### src/rtl/pfm_pkg.sv
// ----------------------------------------------------------------------------
// Prime field ALU package
// Shared widths, the field prime, operation codes, controller states and a
// single conditional-subtract helper used by the bit-serial datapath.
// ----------------------------------------------------------------------------
package pfm_pkg;

  // Field widths
  localparam int unsigned RES_W  = 30;
  localparam int unsigned EXP_W  = 63;
  localparam int unsigned KIND_W = 3;

  // Step counter widths for the serial units
  localparam int unsigned MUL_CNT_W = $clog2(RES_W);
  localparam int unsigned RED_CNT_W = $clog2(EXP_W);

  // Field prime and the Fermat inverse exponent M-2
  localparam logic [RES_W-1:0] PRIME_M = 30'd998244353;
  localparam logic [RES_W-1:0] INV_EXP = 30'd998244351;

  // Operation codes
  localparam logic [KIND_W-1:0] KIND_ADD = 3'd0;
  localparam logic [KIND_W-1:0] KIND_SUB = 3'd1;
  localparam logic [KIND_W-1:0] KIND_MUL = 3'd2;
  localparam logic [KIND_W-1:0] KIND_DIV = 3'd3;
  localparam logic [KIND_W-1:0] KIND_POW = 3'd4;

  // Controller states
  typedef enum logic [2:0] {
    S_IDLE,
    S_REDUCE,
    S_DISPATCH,
    S_MUL,
    S_POW_CHK,
    S_POW_RUN,
    S_FINISH
  } state_t;

  // Bring a value below 2M into 0..M-1
  function automatic logic [RES_W-1:0] fold_once(input logic [RES_W:0] v);
    logic [RES_W:0] m_ext;
    m_ext = {1'b0, PRIME_M};
    if (v >= m_ext) begin
      return RES_W'(v - m_ext);
    end else begin
      return RES_W'(v);
    end
  endfunction

endpackage

### src/rtl/pfm_if.sv
// ----------------------------------------------------------------------------
// Prime field ALU channels
// Request and response channels with a valid/ready handshake and payload.
// ----------------------------------------------------------------------------
interface pfm_req_if;
  logic                          valid;
  logic                          ready;
  logic [pfm_pkg::KIND_W-1:0]    kind;
  logic [pfm_pkg::RES_W-1:0]     operand_a;
  logic [pfm_pkg::EXP_W-1:0]     operand_b;

  modport source (output valid, output kind, output operand_a, output operand_b,
                  input ready);
  modport sink   (input valid, input kind, input operand_a, input operand_b,
                  output ready);
endinterface

interface pfm_rsp_if;
  logic                          valid;
  logic                          ready;
  logic [pfm_pkg::RES_W-1:0]     residue;
  logic                          divide_error;

  modport source (output valid, output residue, output divide_error, input ready);
  modport sink   (input valid, input residue, input divide_error, output ready);
endinterface

### src/rtl/pfm_mulser.sv
// ----------------------------------------------------------------------------
// Bit-serial modular multiplier
// Computes x*y mod M, scanning y from its top bit, one bit per cycle.
// ----------------------------------------------------------------------------
module pfm_mulser (
  input  logic                        clk,
  input  logic                        rst,
  input  logic                        start,
  input  logic [pfm_pkg::RES_W-1:0]   x,
  input  logic [pfm_pkg::RES_W-1:0]   y,
  output logic                        done,
  output logic [pfm_pkg::RES_W-1:0]   product
);

  logic                          busy;
  logic [pfm_pkg::MUL_CNT_W-1:0] cnt;
  logic [pfm_pkg::RES_W-1:0]     xr;
  logic [pfm_pkg::RES_W-1:0]     ysh;
  logic [pfm_pkg::RES_W-1:0]     acc;
  logic [pfm_pkg::RES_W-1:0]     acc_next;
  logic [pfm_pkg::RES_W+1:0]     sum;
  logic [pfm_pkg::RES_W+1:0]     m1;
  logic [pfm_pkg::RES_W+1:0]     m2;

  // Double, add the partial product, fold back below M (sum stays under 3M)
  always_comb begin
    m1  = {2'b00, pfm_pkg::PRIME_M};
    m2  = {1'b0, pfm_pkg::PRIME_M, 1'b0};
    sum = {1'b0, acc, 1'b0} + (ysh[pfm_pkg::RES_W-1] ? {2'b00, xr} : '0);
    priority if (sum >= m2) begin
      acc_next = pfm_pkg::RES_W'(sum - m2);
    end else if (sum >= m1) begin
      acc_next = pfm_pkg::RES_W'(sum - m1);
    end else begin
      acc_next = pfm_pkg::RES_W'(sum);
    end
  end

  // Control: run for RES_W steps, pulse done after the last one
  always_ff @(posedge clk) begin
    if (rst) begin
      busy <= 1'b0;
      done <= 1'b0;
      cnt  <= '0;
    end else if (start) begin
      busy <= 1'b1;
      done <= 1'b0;
      cnt  <= '0;
    end else if (busy) begin
      cnt  <= cnt + 1'b1;
      busy <= (cnt != pfm_pkg::MUL_CNT_W'(pfm_pkg::RES_W - 1));
      done <= (cnt == pfm_pkg::MUL_CNT_W'(pfm_pkg::RES_W - 1));
    end else begin
      done <= 1'b0;
    end
  end

  // Datapath: load operands, then shift the multiplier out a bit per cycle
  always_ff @(posedge clk) begin
    if (start) begin
      xr  <= x;
      ysh <= y;
      acc <= '0;
    end else if (busy) begin
      ysh <= {ysh[pfm_pkg::RES_W-2:0], 1'b0};
      acc <= acc_next;
    end
  end

  assign product = acc;

endmodule

### src/rtl/prime_field_mod_alu_unit.sv
// ----------------------------------------------------------------------------
// Prime field ALU, modulo 998244353
// Add, subtract, multiply, divide and power over the field, one beat in and
// one beat out per operation.
// ----------------------------------------------------------------------------
// Operation: the unit works on one operation at a time, and a new
// request is taken as soon as the previous one has moved to the output
// register. Add, subtract and multiply start with the bit-serial reduction
// of operand_b; power runs one square-and-multiply step per significant
// exponent bit; divide runs a 30-bit Fermat power and one final multiply.
// The two bit-serial multipliers square and multiply side by side for each
// exponent bit.
// Division by a zero residue returns 0 with divide_error set.
module prime_field_mod_alu_unit (
  input  logic      clk,
  input  logic      rst,
  pfm_req_if.sink   req,
  pfm_rsp_if.source rsp
);

  pfm_pkg::state_t state;
  pfm_pkg::state_t state_next;

  logic [pfm_pkg::KIND_W-1:0]    kind_r;
  logic [pfm_pkg::RES_W-1:0]     a_r;
  logic [pfm_pkg::EXP_W-1:0]     bsh;
  logic [pfm_pkg::RES_W-1:0]     b_r;
  logic [pfm_pkg::RED_CNT_W-1:0] rcnt;
  logic [pfm_pkg::RES_W-1:0]     acc;
  logic [pfm_pkg::RES_W-1:0]     sq;
  logic [pfm_pkg::EXP_W-1:0]     ex;
  logic [pfm_pkg::RES_W-1:0]     res;
  logic                          err;

  logic                          out_valid;
  logic [pfm_pkg::RES_W-1:0]     out_residue;
  logic                          out_error;

  logic                          in_ready;
  logic                          accept;
  logic                          out_load;
  logic                          mul_start;
  logic [pfm_pkg::RES_W-1:0]     mul_x;
  logic [pfm_pkg::RES_W-1:0]     mul_y;
  logic                          sq_start;
  logic                          done1;
  logic                          done2;
  logic [pfm_pkg::RES_W-1:0]     p1;
  logic [pfm_pkg::RES_W-1:0]     p2;
  logic [pfm_pkg::RES_W-1:0]     a_in;
  logic [pfm_pkg::RES_W-1:0]     b_step;
  logic [pfm_pkg::RES_W-1:0]     add_res;
  logic [pfm_pkg::RES_W-1:0]     sub_res;
  logic [pfm_pkg::RES_W:0]       diff;

  // Fold the incoming base, the next bit of the operand_b reduction, add, sub
  always_comb begin
    a_in    = pfm_pkg::fold_once({1'b0, req.operand_a});
    b_step  = pfm_pkg::fold_once({b_r, bsh[pfm_pkg::EXP_W-1]});
    add_res = pfm_pkg::fold_once({1'b0, a_r} + {1'b0, b_r});
    diff    = {1'b0, a_r} - {1'b0, b_r};
    if (diff[pfm_pkg::RES_W]) begin
      sub_res = pfm_pkg::RES_W'(diff + {1'b0, pfm_pkg::PRIME_M});
    end else begin
      sub_res = pfm_pkg::RES_W'(diff);
    end
  end

  assign accept = req.valid && in_ready;

  // Next state
  always_comb begin
    state_next = state;
    unique case (state)
      pfm_pkg::S_IDLE: begin
        if (accept) begin
          state_next = (req.kind == pfm_pkg::KIND_POW) ? pfm_pkg::S_POW_CHK
                                                       : pfm_pkg::S_REDUCE;
        end
      end
      pfm_pkg::S_REDUCE: begin
        if (rcnt == pfm_pkg::RED_CNT_W'(pfm_pkg::EXP_W - 1)) begin
          state_next = pfm_pkg::S_DISPATCH;
        end
      end
      pfm_pkg::S_DISPATCH: begin
        if (kind_r == pfm_pkg::KIND_MUL) begin
          state_next = pfm_pkg::S_MUL;
        end else if (kind_r == pfm_pkg::KIND_DIV && b_r != '0) begin
          state_next = pfm_pkg::S_POW_CHK;
        end else begin
          state_next = pfm_pkg::S_FINISH;
        end
      end
      pfm_pkg::S_POW_CHK: begin
        if (ex != '0) begin
          state_next = pfm_pkg::S_POW_RUN;
        end else if (kind_r == pfm_pkg::KIND_DIV) begin
          state_next = pfm_pkg::S_MUL;
        end else begin
          state_next = pfm_pkg::S_FINISH;
        end
      end
      pfm_pkg::S_POW_RUN: begin
        if (done1) begin
          state_next = pfm_pkg::S_POW_CHK;
        end
      end
      pfm_pkg::S_MUL: begin
        if (done1) begin
          state_next = pfm_pkg::S_FINISH;
        end
      end
      pfm_pkg::S_FINISH: begin
        if (out_load) begin
          state_next = pfm_pkg::S_IDLE;
        end
      end
      default: state_next = pfm_pkg::S_IDLE;
    endcase
  end

  // Control outputs and multiplier operand selection
  always_comb begin
    in_ready  = 1'b0;
    out_load  = 1'b0;
    mul_start = 1'b0;
    sq_start  = 1'b0;
    mul_x     = sq;
    mul_y     = acc;
    unique case (state)
      pfm_pkg::S_IDLE: begin
        in_ready = 1'b1;
      end
      pfm_pkg::S_DISPATCH: begin
        mul_x     = a_r;
        mul_y     = b_r;
        mul_start = (kind_r == pfm_pkg::KIND_MUL);
      end
      pfm_pkg::S_POW_CHK: begin
        if (ex != '0) begin
          // Multiply by the current square only where the exponent bit is set
          mul_x     = ex[0] ? sq : pfm_pkg::RES_W'(1);
          mul_y     = acc;
          mul_start = 1'b1;
          sq_start  = 1'b1;
        end else begin
          mul_x     = a_r;
          mul_y     = acc;
          mul_start = (kind_r == pfm_pkg::KIND_DIV);
        end
      end
      pfm_pkg::S_FINISH: begin
        out_load = !out_valid || rsp.ready;
      end
      default: begin
      end
    endcase
  end

  always_ff @(posedge clk) begin
    if (rst) begin
      state <= pfm_pkg::S_IDLE;
    end else begin
      state <= state_next;
    end
  end

  // Datapath registers, advanced by state
  always_ff @(posedge clk) begin
    unique case (state)
      pfm_pkg::S_IDLE: begin
        if (accept) begin
          kind_r <= req.kind;
          a_r    <= a_in;
          bsh    <= req.operand_b;
          b_r    <= '0;
          rcnt   <= '0;
          acc    <= pfm_pkg::RES_W'(1);
          sq     <= a_in;
          ex     <= req.operand_b;
          err    <= 1'b0;
        end
      end
      pfm_pkg::S_REDUCE: begin
        b_r  <= b_step;
        bsh  <= {bsh[pfm_pkg::EXP_W-2:0], 1'b0};
        rcnt <= rcnt + 1'b1;
      end
      pfm_pkg::S_DISPATCH: begin
        priority if (kind_r == pfm_pkg::KIND_ADD) begin
          res <= add_res;
        end else if (kind_r == pfm_pkg::KIND_SUB) begin
          res <= sub_res;
        end else if (kind_r == pfm_pkg::KIND_DIV) begin
          // Divide runs b^(M-2), or flags a zero divisor
          res <= '0;
          acc <= pfm_pkg::RES_W'(1);
          sq  <= b_r;
          ex  <= pfm_pkg::EXP_W'(pfm_pkg::INV_EXP);
          err <= (b_r == '0);
        end else begin
          res <= '0;
        end
      end
      pfm_pkg::S_POW_CHK: begin
        if (ex == '0) begin
          res <= acc;
        end
      end
      pfm_pkg::S_POW_RUN: begin
        if (done1) begin
          acc <= p1;
          sq  <= p2;
          ex  <= ex >> 1;
        end
      end
      pfm_pkg::S_MUL: begin
        if (done1) begin
          res <= p1;
        end
      end
      default: begin
      end
    endcase
  end

  // Output register: hold the beat until taken
  always_ff @(posedge clk) begin
    if (rst) begin
      out_valid <= 1'b0;
    end else if (out_load) begin
      out_valid <= 1'b1;
    end else if (rsp.ready) begin
      out_valid <= 1'b0;
    end
  end

  always_ff @(posedge clk) begin
    if (out_load) begin
      out_residue <= res;
      out_error   <= err;
    end
  end

  assign req.ready        = in_ready;
  assign rsp.valid        = out_valid;
  assign rsp.residue      = out_residue;
  assign rsp.divide_error = out_error;

  // Running product and squaring units
  pfm_mulser u_mul (
    .clk     (clk),
    .rst     (rst),
    .start   (mul_start),
    .x       (mul_x),
    .y       (mul_y),
    .done    (done1),
    .product (p1)
  );

  pfm_mulser u_sqr (
    .clk     (clk),
    .rst     (rst),
    .start   (sq_start),
    .x       (sq),
    .y       (sq),
    .done    (done2),
    .product (p2)
  );

  // Checks
  a_res_in_field: assert property (@(posedge clk) disable iff (rst)
    rsp.valid |-> rsp.residue < pfm_pkg::PRIME_M)
    else $error("result residue not reduced");

  a_err_zero: assert property (@(posedge clk) disable iff (rst)
    rsp.valid && rsp.divide_error |-> rsp.residue == '0)
    else $error("division error with non-zero residue");

  a_units_lockstep: assert property (@(posedge clk) disable iff (rst)
    state == pfm_pkg::S_POW_RUN |-> done1 == done2)
    else $error("square and multiply units out of step");

  a_accept_leaves_idle: assert property (@(posedge clk) disable iff (rst)
    req.valid && req.ready |=> state != pfm_pkg::S_IDLE)
    else $error("request taken but controller stayed idle");

endmodule

### src/flat_wrapper.sv
// flat-port wrapper written by rule: the top's interface ports become plain ports
module prime_field_mod_alu_unit_flat 
  (clk, rst, req_valid, req_kind, req_operand_a, req_operand_b, req_ready, rsp_valid, rsp_residue, rsp_divide_error, rsp_ready);
  pfm_req_if req_i ();
  pfm_rsp_if rsp_i ();
  input  logic clk;
  input  logic rst;
  input wire logic [$bits(req_i.valid)-1:0] req_valid;
  input wire logic [$bits(req_i.kind)-1:0] req_kind;
  input wire logic [$bits(req_i.operand_a)-1:0] req_operand_a;
  input wire logic [$bits(req_i.operand_b)-1:0] req_operand_b;
  output wire logic [$bits(req_i.ready)-1:0] req_ready;
  output wire logic [$bits(rsp_i.valid)-1:0] rsp_valid;
  output wire logic [$bits(rsp_i.residue)-1:0] rsp_residue;
  output wire logic [$bits(rsp_i.divide_error)-1:0] rsp_divide_error;
  input wire logic [$bits(rsp_i.ready)-1:0] rsp_ready;
  assign req_i.valid = req_valid;
  assign req_i.kind = req_kind;
  assign req_i.operand_a = req_operand_a;
  assign req_i.operand_b = req_operand_b;
  assign req_ready = req_i.ready;
  assign rsp_valid = rsp_i.valid;
  assign rsp_residue = rsp_i.residue;
  assign rsp_divide_error = rsp_i.divide_error;
  assign rsp_i.ready = rsp_ready;
  prime_field_mod_alu_unit u_core (.clk(clk), .rst(rst), .req(req_i), .rsp(rsp_i));
endmodule
### config.mk
export PLATFORM = sky130hd
export DESIGN_NAME = prime_field_mod_alu_unit_flat
export DESIGN_NICKNAME = d
export VERILOG_FILES = /design/src/rtl/pfm_pkg.sv /design/src/rtl/pfm_if.sv /design/src/rtl/pfm_mulser.sv /design/src/rtl/prime_field_mod_alu_unit.sv /design/src/flat_wrapper.sv
export SDC_FILE = /design/constraint.sdc
export NUM_CORES = 1
export LEC_CHECK = 0
export BUFFER_PORTS_ARGS = -buffer_cell sky130_fd_sc_hd__buf_4
export CORE_UTILIZATION = 25
export DETAILED_ROUTE_END_ITERATION = 12
export PLACE_DENSITY = 0.43
export RECOVER_POWER = 25
export SYNTH_ARGS = -nofsm -noshare
export SYNTH_HDL_FRONTEND = slang
export SYNTH_SLANG_ARGS = --single-unit
export TNS_END_PERCENT = 10
### constraint.sdc
create_clock -name clk -period 6.5 [get_ports clk]
set_clock_uncertainty 0.15 [all_clocks]
set_input_delay 0.65 -clock clk [delete_from_list [all_inputs] [get_ports clk]]
set_output_delay 0.65 -clock clk [all_outputs]
set_load 0.005 [all_outputs]
==> results of run 1 <==
## worst paths after layout
path / endpoint / slack, ps / depth (start not counted)
hold reg to reg: u_core.rsp.residue[5]$_DFFE_PP_ / 270 / 0
setup reg to reg: u_core.u_mul.product[21]$_SDFFE_PP0P_ / 750 / 16
hold / removal: u_core.bsh[34]$_DFFE_PP_ / 90 / 3
setup / recovery: u_core.u_mul.product[21]$_SDFFE_PP0P_ / 750 / 16
## cell families after synthesis
family	Yosys count	share of synthesized area, %
AND/OR/NAND/NOR	1293	19.2
multiplexers	65	2.12
XOR/XNOR	225	5.97
adder cells (fa/ha/maj)	145	5.59
buffers and inverters	289	3.33
AO/OA/AOI/OAI	914	19.3
flip-flops	514	44.4
## layer usage
layer / wire length [microns] / global-route usage, % / up-vias
met1: 61300 / 27.2 / 13812
met2: 56400 / 29.2 / 783
li1: - / - / 13085
met4: 2290 / 3.91 / 2
met5: 18 / 0 / -
met3: 7090 / 2.77 / 110
## repair_timing
item | CTS | global route
hold buffers | 3 | 0
setup buffers | 0 | 0
endpoints found under the hold margin | 3 | 0
## state kept, by name, indices dropped and copies added (netlist names), 5 cells and up
register	flops
u_core.u_mul.product	30
u_core.u_sqr.product	30
u_core.u_sqr.ysh	30
u_core.u_mul.ysh	30
u_core.res	30
u_core.u_mul.xr	30
u_core.rsp.residue	30
u_core.acc	30
u_core.b_r	30
u_core.u_mul.cnt	5
u_core.sq	30
u_core.u_sqr.xr	30
u_core.u_sqr.cnt	5
u_core.rcnt	6
u_core.bsh	63
u_core.ex	63
u_core.a_r	30
## placed cells by master, fill, tap and decap left out, types with 75 or more instances in the layout
cell type                  Yosys  final
sky130_fd_sc_hd__dfxtp_1      77     75
sky130_fd_sc_hd__ha_1        141    141
sky130_fd_sc_hd__nor2_1      261    258
sky130_fd_sc_hd__and2_1       91     90
sky130_fd_sc_hd__inv_1       115    115
sky130_fd_sc_hd__nand2_1     441    440
sky130_fd_sc_hd__buf_4         0    149
sky130_fd_sc_hd__edfxtp_1    437    437
sky130_fd_sc_hd__o21ai_0     176    175
sky130_fd_sc_hd__a21oi_1     195    194
sky130_fd_sc_hd__xnor2_1     159    159
## worst max-delay path, cell delays in order, from the launching register on
cell and delay (ps):
sky130_fd_sc_hd__edfxtp_1 700, sky130_fd_sc_hd__nand2_1 260, sky130_fd_sc_hd__inv_1 70, sky130_fd_sc_hd__ha_1 270, sky130_fd_sc_hd__a21o_1 130, sky130_fd_sc_hd__nand4_1 220, sky130_fd_sc_hd__a21oi_1 590, sky130_fd_sc_hd__a211oi_1 300
sky130_fd_sc_hd__or3_1 430, sky130_fd_sc_hd__a211oi_1 580, sky130_fd_sc_hd__a31oi_1 290, sky130_fd_sc_hd__a211o_1 380, sky130_fd_sc_hd__o21ai_1 290, sky130_fd_sc_hd__or3b_2 560, sky130_fd_sc_hd__nor2_1 150, sky130_fd_sc_hd__xor2_1 160
sky130_fd_sc_hd__a21oi_1 80
## cell type report
type | count | share of cell area [%]
Multi-Input combinational cell | 2642 | 45.5
Antenna cell | 1 | 0.00657
Tap cell | 1742 | 5.72
Timing Repair Buffer | 195 | 3.76
Clock buffer | 84 | 4.39
Clock inverter | 32 | 0.982
Inverter | 117 | 1.15
Sequential cell | 514 | 38.5
## stage by stage
step | instance area, sq um | std cells | worst slack [ps] | util, % | hold WS [ps]
after floorplan | 33000 | 3445 | 1820 | - | 250
after global placement | 36100 | 5207 | 832 | 27.7 | 252
after detailed placement | 36100 | 5207 | 799 | 27.7 | 255
after CTS | 38100 | 5326 | 745 | 29.3 | 37.1
after global routing | 38100 | 5326 | 217 | 29.3 | 48.7
final | 38100 | 5327 | 753 | 29.3 | 88.3
## power breakdown
part	internal, mW	total [mW]	switching [mW]
clock	2.02	3.57	1.56
combinational	4.50	13.1	8.56
sequential	5.37	6.50	1.13
total	11.9	23.1	11.2
==> qor.json, run 1 <==
{
  "synthesis.nets": {"value": 3690},
  "crit-reg2reg-launch": {"value": "u_core.u_mul.ysh[29]$_DFFE_PP_"},
  "crit_path_start_kind": {"value": "flip-flop"},
  "grt_pass1_wl": {"value": 186, "unit": "mm"},
  "post-synth-top-area-fraction": {"value": 39.8, "unit": "%"},
  "fill_cells": {"value": 13853},
  "ys_warn_count": {"value": 0},
  "status": {"value": "finished with violations"},
  "cts_max_path_buffers": {"value": 3},
  "synth.largest_area_cell": {"value": "sky130_fd_sc_hd__edfxtp_1"},
  "die_y": {"value": 365, "unit": "microns"},
  "cts_tree": {"value": "built"},
  "grtUsageTotal": {"value": 18.7, "unit": "%"},
  "drc_errors": {"value": 0},
  "synth-edff-count": {"value": 437},
  "arrival": {"value": 6130, "unit": "ps"},
  "seqCellArea": {"value": 14700, "unit": "sq um"},
  "area_grow_syn2layout": {"value": 15.4, "unit": "%"},
  "start_util": {"value": 25.4, "unit": "%"},
  "timing_worst_slew_pin_value": {"value": 2460, "unit": "ps"},
  "multi_input_area": {"value": 17300, "unit": "sq um"},
  "required": {"value": 6890, "unit": "ps"},
  "first_pass_iters": {"value": 6},
  "pwr_density_cell": {"value": 607, "unit": "nW/um^2"},
  "finalSetupTns": {"value": 0, "unit": "ps"},
  "synth_area": {"value": 33000, "unit": "sq um"},
  "antenna_left": {"value": 0},
  "critical_path.endpoint_type": {"value": "flip-flop"},
  "io_pins": {"value": 133},
  "p_leak": {"value": 14.2, "unit": "nW"},
  "gr_overflow_total": {"value": 0},
  "setup.worst_path.start": {"value": "u_core.u_mul.ysh[29]$_DFFE_PP_"},
  "unrepaired_setup_endpoints_after_global_routing": {"value": "no"},
  "hold_start": {"value": "req_operand_b[34]"},
  "antenna_found_initial": {"value": 8},
  "final_hold_viol_count": {"value": 0},
  "cts_root_buf": {"value": "sky130_fd_sc_hd__clkbuf_16"},
  "min-delay-path-class": {"value": "in -> reg"},
  "yosysSeqAreaShare": {"value": 44.4, "unit": "%"},
  "num_rows": {"value": 132},
  "synth-seq-cells": {"value": 514},
  "design.final.nets": {"value": 3776},
  "worst-setup-path-type": {"value": "reg -> reg"},
  "sum_of_internal_switching_and_leakage_power": {"value": 23.1, "unit": "mW"},
  "die-width": {"value": 365, "unit": "microns"},
  "final.min_clock_period": {"value": 5750, "unit": "ps"},
  "maxSlewViolCount": {"value": 311},
  "maxSlewHeadroom": {"value": -64.0, "unit": "%"},
  "drt_wl_cell": {"value": 23.8, "unit": "microns"},
  "synth_area_per_cell": {"value": 9.58, "unit": "sq um"},
  "sum_of_routed_wire_length_over_all_layers": {"value": 127, "unit": "mm"},
  "clock_tree.htree_level_count": {"value": 2},
  "post_cts_resize_count": {"value": 0},
  "vdd_ir_drop_max": {"value": 287, "unit": "uV"},
  "netlist_instances": {"value": 3445},
  "route.detailed.vias_per_inst": {"value": 5.22},
  "synth_top_flop_cell": {"value": "sky130_fd_sc_hd__edfxtp_1"},
  "detailedRoute.firstIterationViolations": {"value": 2583},
  "insertion_delay": {"value": 690, "unit": "ps"},
  "critPathMaxFanout": {"value": 21},
  "asyncSetResetFlopFracSynth": {"value": 0, "unit": "%"},
  "dp_hpwl": {"value": 98.2, "unit": "mm"},
  "grt_pass1_vias": {"value": 26571},
  "port_buffers": {"value": 132},
  "clock_sink_count": {"value": 514},
  "post-synth-top-count-cell": {"value": "sky130_fd_sc_hd__nand2_1"},
  "failing_checks": {"value": "max-capacitance violations, max-slew violations"},
  "ys_types": {"value": 103},
  "yosys-top-cells-area": {"value": "sky130_fd_sc_hd__edfxtp_1, sky130_fd_sc_hd__ha_1, sky130_fd_sc_hd__nand2_1, sky130_fd_sc_hd__dfxtp_1, sky130_fd_sc_hd__xnor2_1"},
  "area_of_the_die": {"value": 133000, "unit": "sq um"},
  "setup-violations-final": {"value": 0},
  "cts.clk_slew.worst_paths": {"value": 60, "unit": "ps"},
  "min_period_over_period": {"value": 88.4, "unit": "%"},
  "core_region_area": {"value": 130000, "unit": "sq um"},
  "drv.max_cap_violation_count": {"value": 7},
  "synth.top_cells.by_count": {"value": "sky130_fd_sc_hd__nand2_1, sky130_fd_sc_hd__edfxtp_1, sky130_fd_sc_hd__nor2_1"},
  "tritoncts.num_buffers": {"value": 61},
  "layout-drive-gt1-share": {"value": 10.4, "unit": "%"},
  "fmax": {"value": 174, "unit": "MHz"},
  "gp_congestion": {"value": 0.919},
  "pin_count_of_the_biggest_net_entering_global_routing": {"value": 83},
  "detailroute.via_count": {"value": 27792}
}
Note: power is estimated with default switching activity, not from simulation.
==> run 2: changes to the inputs <==
--- a/config.mk
+++ b/config.mk
@@ -6,10 +6,13 @@
 export NUM_CORES = 1
 export LEC_CHECK = 0
 export BUFFER_PORTS_ARGS = -buffer_cell sky130_fd_sc_hd__buf_4
+export CELL_PAD_IN_SITES_DETAIL_PLACEMENT = 1
+export CELL_PAD_IN_SITES_GLOBAL_PLACEMENT = 1
 export CORE_UTILIZATION = 25
 export DETAILED_ROUTE_END_ITERATION = 12
-export PLACE_DENSITY = 0.43
+export PLACE_DENSITY = 0.51
 export RECOVER_POWER = 25
+export SLEW_MARGIN = 20
 export SYNTH_ARGS = -nofsm -noshare
 export SYNTH_HDL_FRONTEND = slang
 export SYNTH_SLANG_ARGS = --single-unit
==> qor.json, run 2 (synthesis gave the netlist of run 1 again) <==
{
  "fill_cells": {"value": 14963, "change": "was 13853"},
  "design.final.nets": {"value": 3799, "change": "was 3776"},
  "setup.worst_path.start": {"value": "u_core.b_r[13]$_SDFFCE_PN0P_", "change": "was u_core.u_mul.ysh[29]$_DFFE_PP_"},
  "postLayoutCoreUtil": {"value": 29.6, "unit": "%", "change": "was 29.3%"},
  "worstReg2RegEnd": {"value": "u_core.res[20]$_DFFE_PP_", "change": "was u_core.u_mul.product[21]$_SDFFE_PP0P_"},
  "maxSlewHeadroom": {"value": -89.2, "unit": "%", "change": "was -64.0%"},
  "timing_worst_slew_pin_value": {"value": 2840, "unit": "ps", "change": "was 2460 ps"},
  "top_flop_regs": {"value": "u_core.bsh: 63 flops, u_core.ex: 63 flops", "change": "unchanged"},
  "gr_overflow_total": {"value": 0, "change": "unchanged"},
  "status": {"value": "finished with violations", "change": "unchanged"},
  "pwr_density_cell": {"value": 611, "unit": "nW/um^2", "change": "was 607 nW/um^2"},
  "cts_max_path_buffers": {"value": 3, "change": "unchanged"},
  "antenna_left": {"value": 0, "change": "unchanged"},
  "required": {"value": 6740, "unit": "ps", "change": "was 6890 ps"},
  "worst-path-stages": {"value": 15, "change": "was 16"},
  "clock_sink_count": {"value": 514, "change": "unchanged"},
  "grt_pass1_wl": {"value": 190, "unit": "mm", "change": "was 186 mm"},
  "grt_pass1_vias": {"value": 28001, "change": "was 26571"},
  "arrival": {"value": 6320, "unit": "ps", "change": "was 6130 ps"},
  "hold_start": {"value": "req_operand_b[57]", "change": "was req_operand_b[34]"},
  "gp_congestion": {"value": 0.852, "change": "was 0.919"},
  "die-width": {"value": 365, "unit": "microns", "change": "unchanged"},
  "area_of_the_die": {"value": 133000, "unit": "sq um", "change": "unchanged"},
  "ff2ff_path_depth": {"value": 15, "change": "was 16"},
  "sum_of_routed_wire_length_over_all_layers": {"value": 130, "unit": "mm", "change": "was 127 mm"},
  "setup.reg_to_reg.worst_slack": {"value": 420, "unit": "ps", "change": "was 750 ps"},
  "min_period_over_period": {"value": 93.5, "unit": "%", "change": "was 88.4%"},
  "port_buffers": {"value": 132, "change": "unchanged"},
  "endpoint": {"value": "u_core.res[20]$_DFFE_PP_", "change": "was u_core.u_mul.product[21]$_SDFFE_PP0P_"},
  "critPathMaxFanout": {"value": 24, "change": "was 21"},
  "first_pass_iters": {"value": 7, "change": "was 6"},
  "worst-setup-path-type": {"value": "reg -> reg", "change": "unchanged"},
  "drv.max_cap_violation_count": {"value": 6, "change": "was 7"},
  "drc_errors": {"value": 0, "change": "unchanged"},
  "detailroute.via_count": {"value": 27846, "change": "was 27792"},
  "dp_hpwl": {"value": 102, "unit": "mm", "change": "was 98.2 mm"},
  "die_y": {"value": 365, "unit": "microns", "change": "unchanged"},
  "p_leak": {"value": 14.5, "unit": "nW", "change": "was 14.2 nW"},
  "start_util": {"value": 25.4, "unit": "%", "change": "unchanged"},
  "worstPathCellList": {"value": "inv_1, ha_1, nor4_1, nand2_1, a2111oi_0, a211o_1, a21oi_1, o41ai_1, xnor2_1, nor3b_1, o31ai_1, a21boi_2, nand4_1, xnor2_1, o21ai_0", "change": "was nand2_1, inv_1, ha_1, a21o_1, nand4_1, a21oi_1, a211oi_1, or3_1, a211oi_1, a31oi_1, a211o_1, o21ai_1, or3b_2, nor2_1, xor2_1, a21oi_1"},
  "area_grow_syn2layout": {"value": 16.9, "unit": "%", "change": "was 15.4%"},
  "unrepaired_setup_endpoints_after_global_routing": {"value": "no", "change": "unchanged"},
  "postPlaceCellArea": {"value": 36200, "unit": "sq um", "change": "was 36100 sq um"},
  "maxSlewViolCount": {"value": 260, "change": "was 311"},
  "cts_tree": {"value": "built", "change": "unchanged"},
  "fmax": {"value": 165, "unit": "MHz", "change": "was 174 MHz"},
  "crit-reg2reg-launch": {"value": "u_core.b_r[13]$_SDFFCE_PN0P_", "change": "was u_core.u_mul.ysh[29]$_DFFE_PP_"},
  "layout-drive-gt1-share": {"value": 11.3, "unit": "%", "change": "was 10.4%"},
  "route.detailed.vias_per_inst": {"value": 5.20, "change": "was 5.22"},
  "failing_checks": {"value": "max-capacitance violations, max-slew violations", "change": "unchanged"},
  "mostFrequentLayoutCells": {"value": "sky130_fd_sc_hd__nand2_1, sky130_fd_sc_hd__edfxtp_1, sky130_fd_sc_hd__nor2_1", "change": "unchanged"},
  "final.min_clock_period": {"value": 6080, "unit": "ps", "change": "was 5750 ps"},
  "detailedRoute.firstIterationViolations": {"value": 1942, "change": "was 2583"},
  "min-delay-path-class": {"value": "in -> reg", "change": "unchanged"},
  "finalSetupTns": {"value": 0, "unit": "ps", "change": "unchanged"},
  "layout.cells.most_common": {"value": "sky130_fd_sc_hd__nand2_1", "change": "unchanged"},
  "critical_path.endpoint_type": {"value": "flip-flop", "change": "unchanged"},
  "post-route-cell-area": {"value": 38600, "unit": "sq um", "change": "was 38100 sq um"},
  "drt_wl_cell": {"value": 24.2, "unit": "microns", "change": "was 23.8 microns"},
  "insertion_delay": {"value": 670, "unit": "ps", "change": "was 690 ps"},
  "crit_path_start_kind": {"value": "flip-flop", "change": "unchanged"},
  "pin_count_of_the_biggest_net_entering_global_routing": {"value": 97, "change": "was 83"},
  "tritoncts.num_buffers": {"value": 69, "change": "was 61"},
  "cp_top_family": {"value": "compound AO/OA/AOI/OAI gates", "change": "unchanged"},
  "cpPeakStageDelay": {"value": 840, "unit": "ps", "change": "was 700 ps"},
  "antenna_found_initial": {"value": 11, "change": "was 8"},
  "buf_inv_on_cp": {"value": 1, "change": "unchanged"},
  "io_pins": {"value": 133, "change": "unchanged"},
  "final_hold_viol_count": {"value": 0, "change": "unchanged"},
  "setup-violations-final": {"value": 0, "change": "unchanged"},
  "core_region_area": {"value": 130000, "unit": "sq um", "change": "unchanged"},
  "clock_tree.htree_level_count": {"value": 3, "change": "was 2"},
  "crit_slowest_cell": {"value": "sky130_fd_sc_hd__a21boi_2", "change": "was sky130_fd_sc_hd__edfxtp_1"},
  "worst_path_most_repeated_cell": {"value": "sky130_fd_sc_hd__xnor2_1"},
  "num_rows": {"value": 132, "change": "unchanged"},
  "cts_root_buf": {"value": "sky130_fd_sc_hd__clkbuf_16", "change": "unchanged"},
  "cts.clk_slew.worst_paths": {"value": 60, "unit": "ps", "change": "about the same"},
  "grtUsageTotal": {"value": 19.2, "unit": "%", "change": "was 18.7%"},
  "vdd_ir_drop_max": {"value": 220, "unit": "uV", "change": "was 287 uV"}
}
run 2: cell types whose count changed in the layout (fill, tap and decap cells not counted), moves of 3 or more:
cell / delta
sky130_fd_sc_hd__clkbuf_1: -8
sky130_fd_sc_hd__clkbuf_16: +11
sky130_fd_sc_hd__buf_4: +15
sky130_fd_sc_hd__clkinv_1: -3
sky130_fd_sc_hd__clkbuf_8: +6
run 2: where the power goes:
group	switching [mW]	total [mW]	internal [mW]
Combinational	8.62	13.2	4.57
Sequential	1.06	6.43	5.37
Clock	1.63	3.96	2.33
Total	11.3	23.6	12.3
run 2: cell type report:
type / count / area, sq um / share of cell area, %
Antenna cell: 3 / 7.51 / 0.0195
Clock buffer: 96 / 2010 / 5.21
Clock inverter: 32 / 392 / 1.02
Inverter: 117 / 439 / 1.14
Multi-Input combinational cell: 2642 / 17300 / 44.9
Sequential cell: 514 / 14700 / 38.0
Tap cell: 1742 / 2180 / 5.65
Timing Repair Buffer: 210 / 1580 / 4.09
run 2: worst min path at each step:
stage                                                    to  slack [ps]  cells past startpoint
after floorplan           u_core.rsp.divide_error$_DFFE_PP_         250                      0
after global placement     u_core.rsp.residue[26]$_DFFE_PP_         250                      0
after detailed placement   u_core.rsp.residue[23]$_DFFE_PP_         260                      0
after CTS                          u_core.bsh[34]$_DFFE_PP_          40                      3
after global routing               u_core.bsh[17]$_DFFE_PP_          80                      3
final                              u_core.bsh[57]$_DFFE_PP_         110                      3
run 2: stage by stage:
| stage | hold WS [ps] | setup slack, ps | total power, mW | std cells |
|---|---|---|---|---|
| 2_1_floorplan | 250 | 1820 | 14.9 | 3445 |
| 3_3_place_gp | 252 | 544 | 19.6 | 5220 |
| 3_5_place_dp | 259 | 420 | 19.7 | 5222 |
| 4_1_cts | 42.3 | 384 | 23.8 | 5353 |
| 5_1_grt | 76.6 | 17.3 | 25.2 | 5354 |
| 6_report | 113 | 422 | 23.6 | 5356 |
run 2: layer usage:
metal | track usage, % | up-vias | wire [microns] | part of all wire, %
met5 | 0 | - | 78 | 0.060
met2 | 30.3 | 562 | 58300 | 45
li1 | - | 13133 | - | -
met4 | 5.83 | 12 | 3660 | 2.8
met3 | 3.63 | 144 | 6420 | 4.9
met1 | 26.5 | 13995 | 61300 | 47
run 2: what timing repair did:
action	4_1_cts	5_1_grt
endpoints found under the setup margin	0	2
endpoints found under the hold margin	3	0
hold buffers	3	0
gates resized for setup	0	1
setup buffers	0	0
run 2: worst register-to-register path: stages, from the launching register on:
cell and delay, ps:
sky130_fd_sc_hd__edfxtp_1 500, sky130_fd_sc_hd__inv_1 80, sky130_fd_sc_hd__ha_1 500, sky130_fd_sc_hd__nor4_1 710
sky130_fd_sc_hd__nand2_1 230, sky130_fd_sc_hd__a2111oi_0 490, sky130_fd_sc_hd__a211o_1 170, sky130_fd_sc_hd__a21oi_1 90
sky130_fd_sc_hd__o41ai_1 470, sky130_fd_sc_hd__xnor2_1 290, sky130_fd_sc_hd__nor3b_1 300, sky130_fd_sc_hd__o31ai_1 140
sky130_fd_sc_hd__a21boi_2 840, sky130_fd_sc_hd__nand4_1 220, sky130_fd_sc_hd__xnor2_1 190, sky130_fd_sc_hd__o21ai_0 430
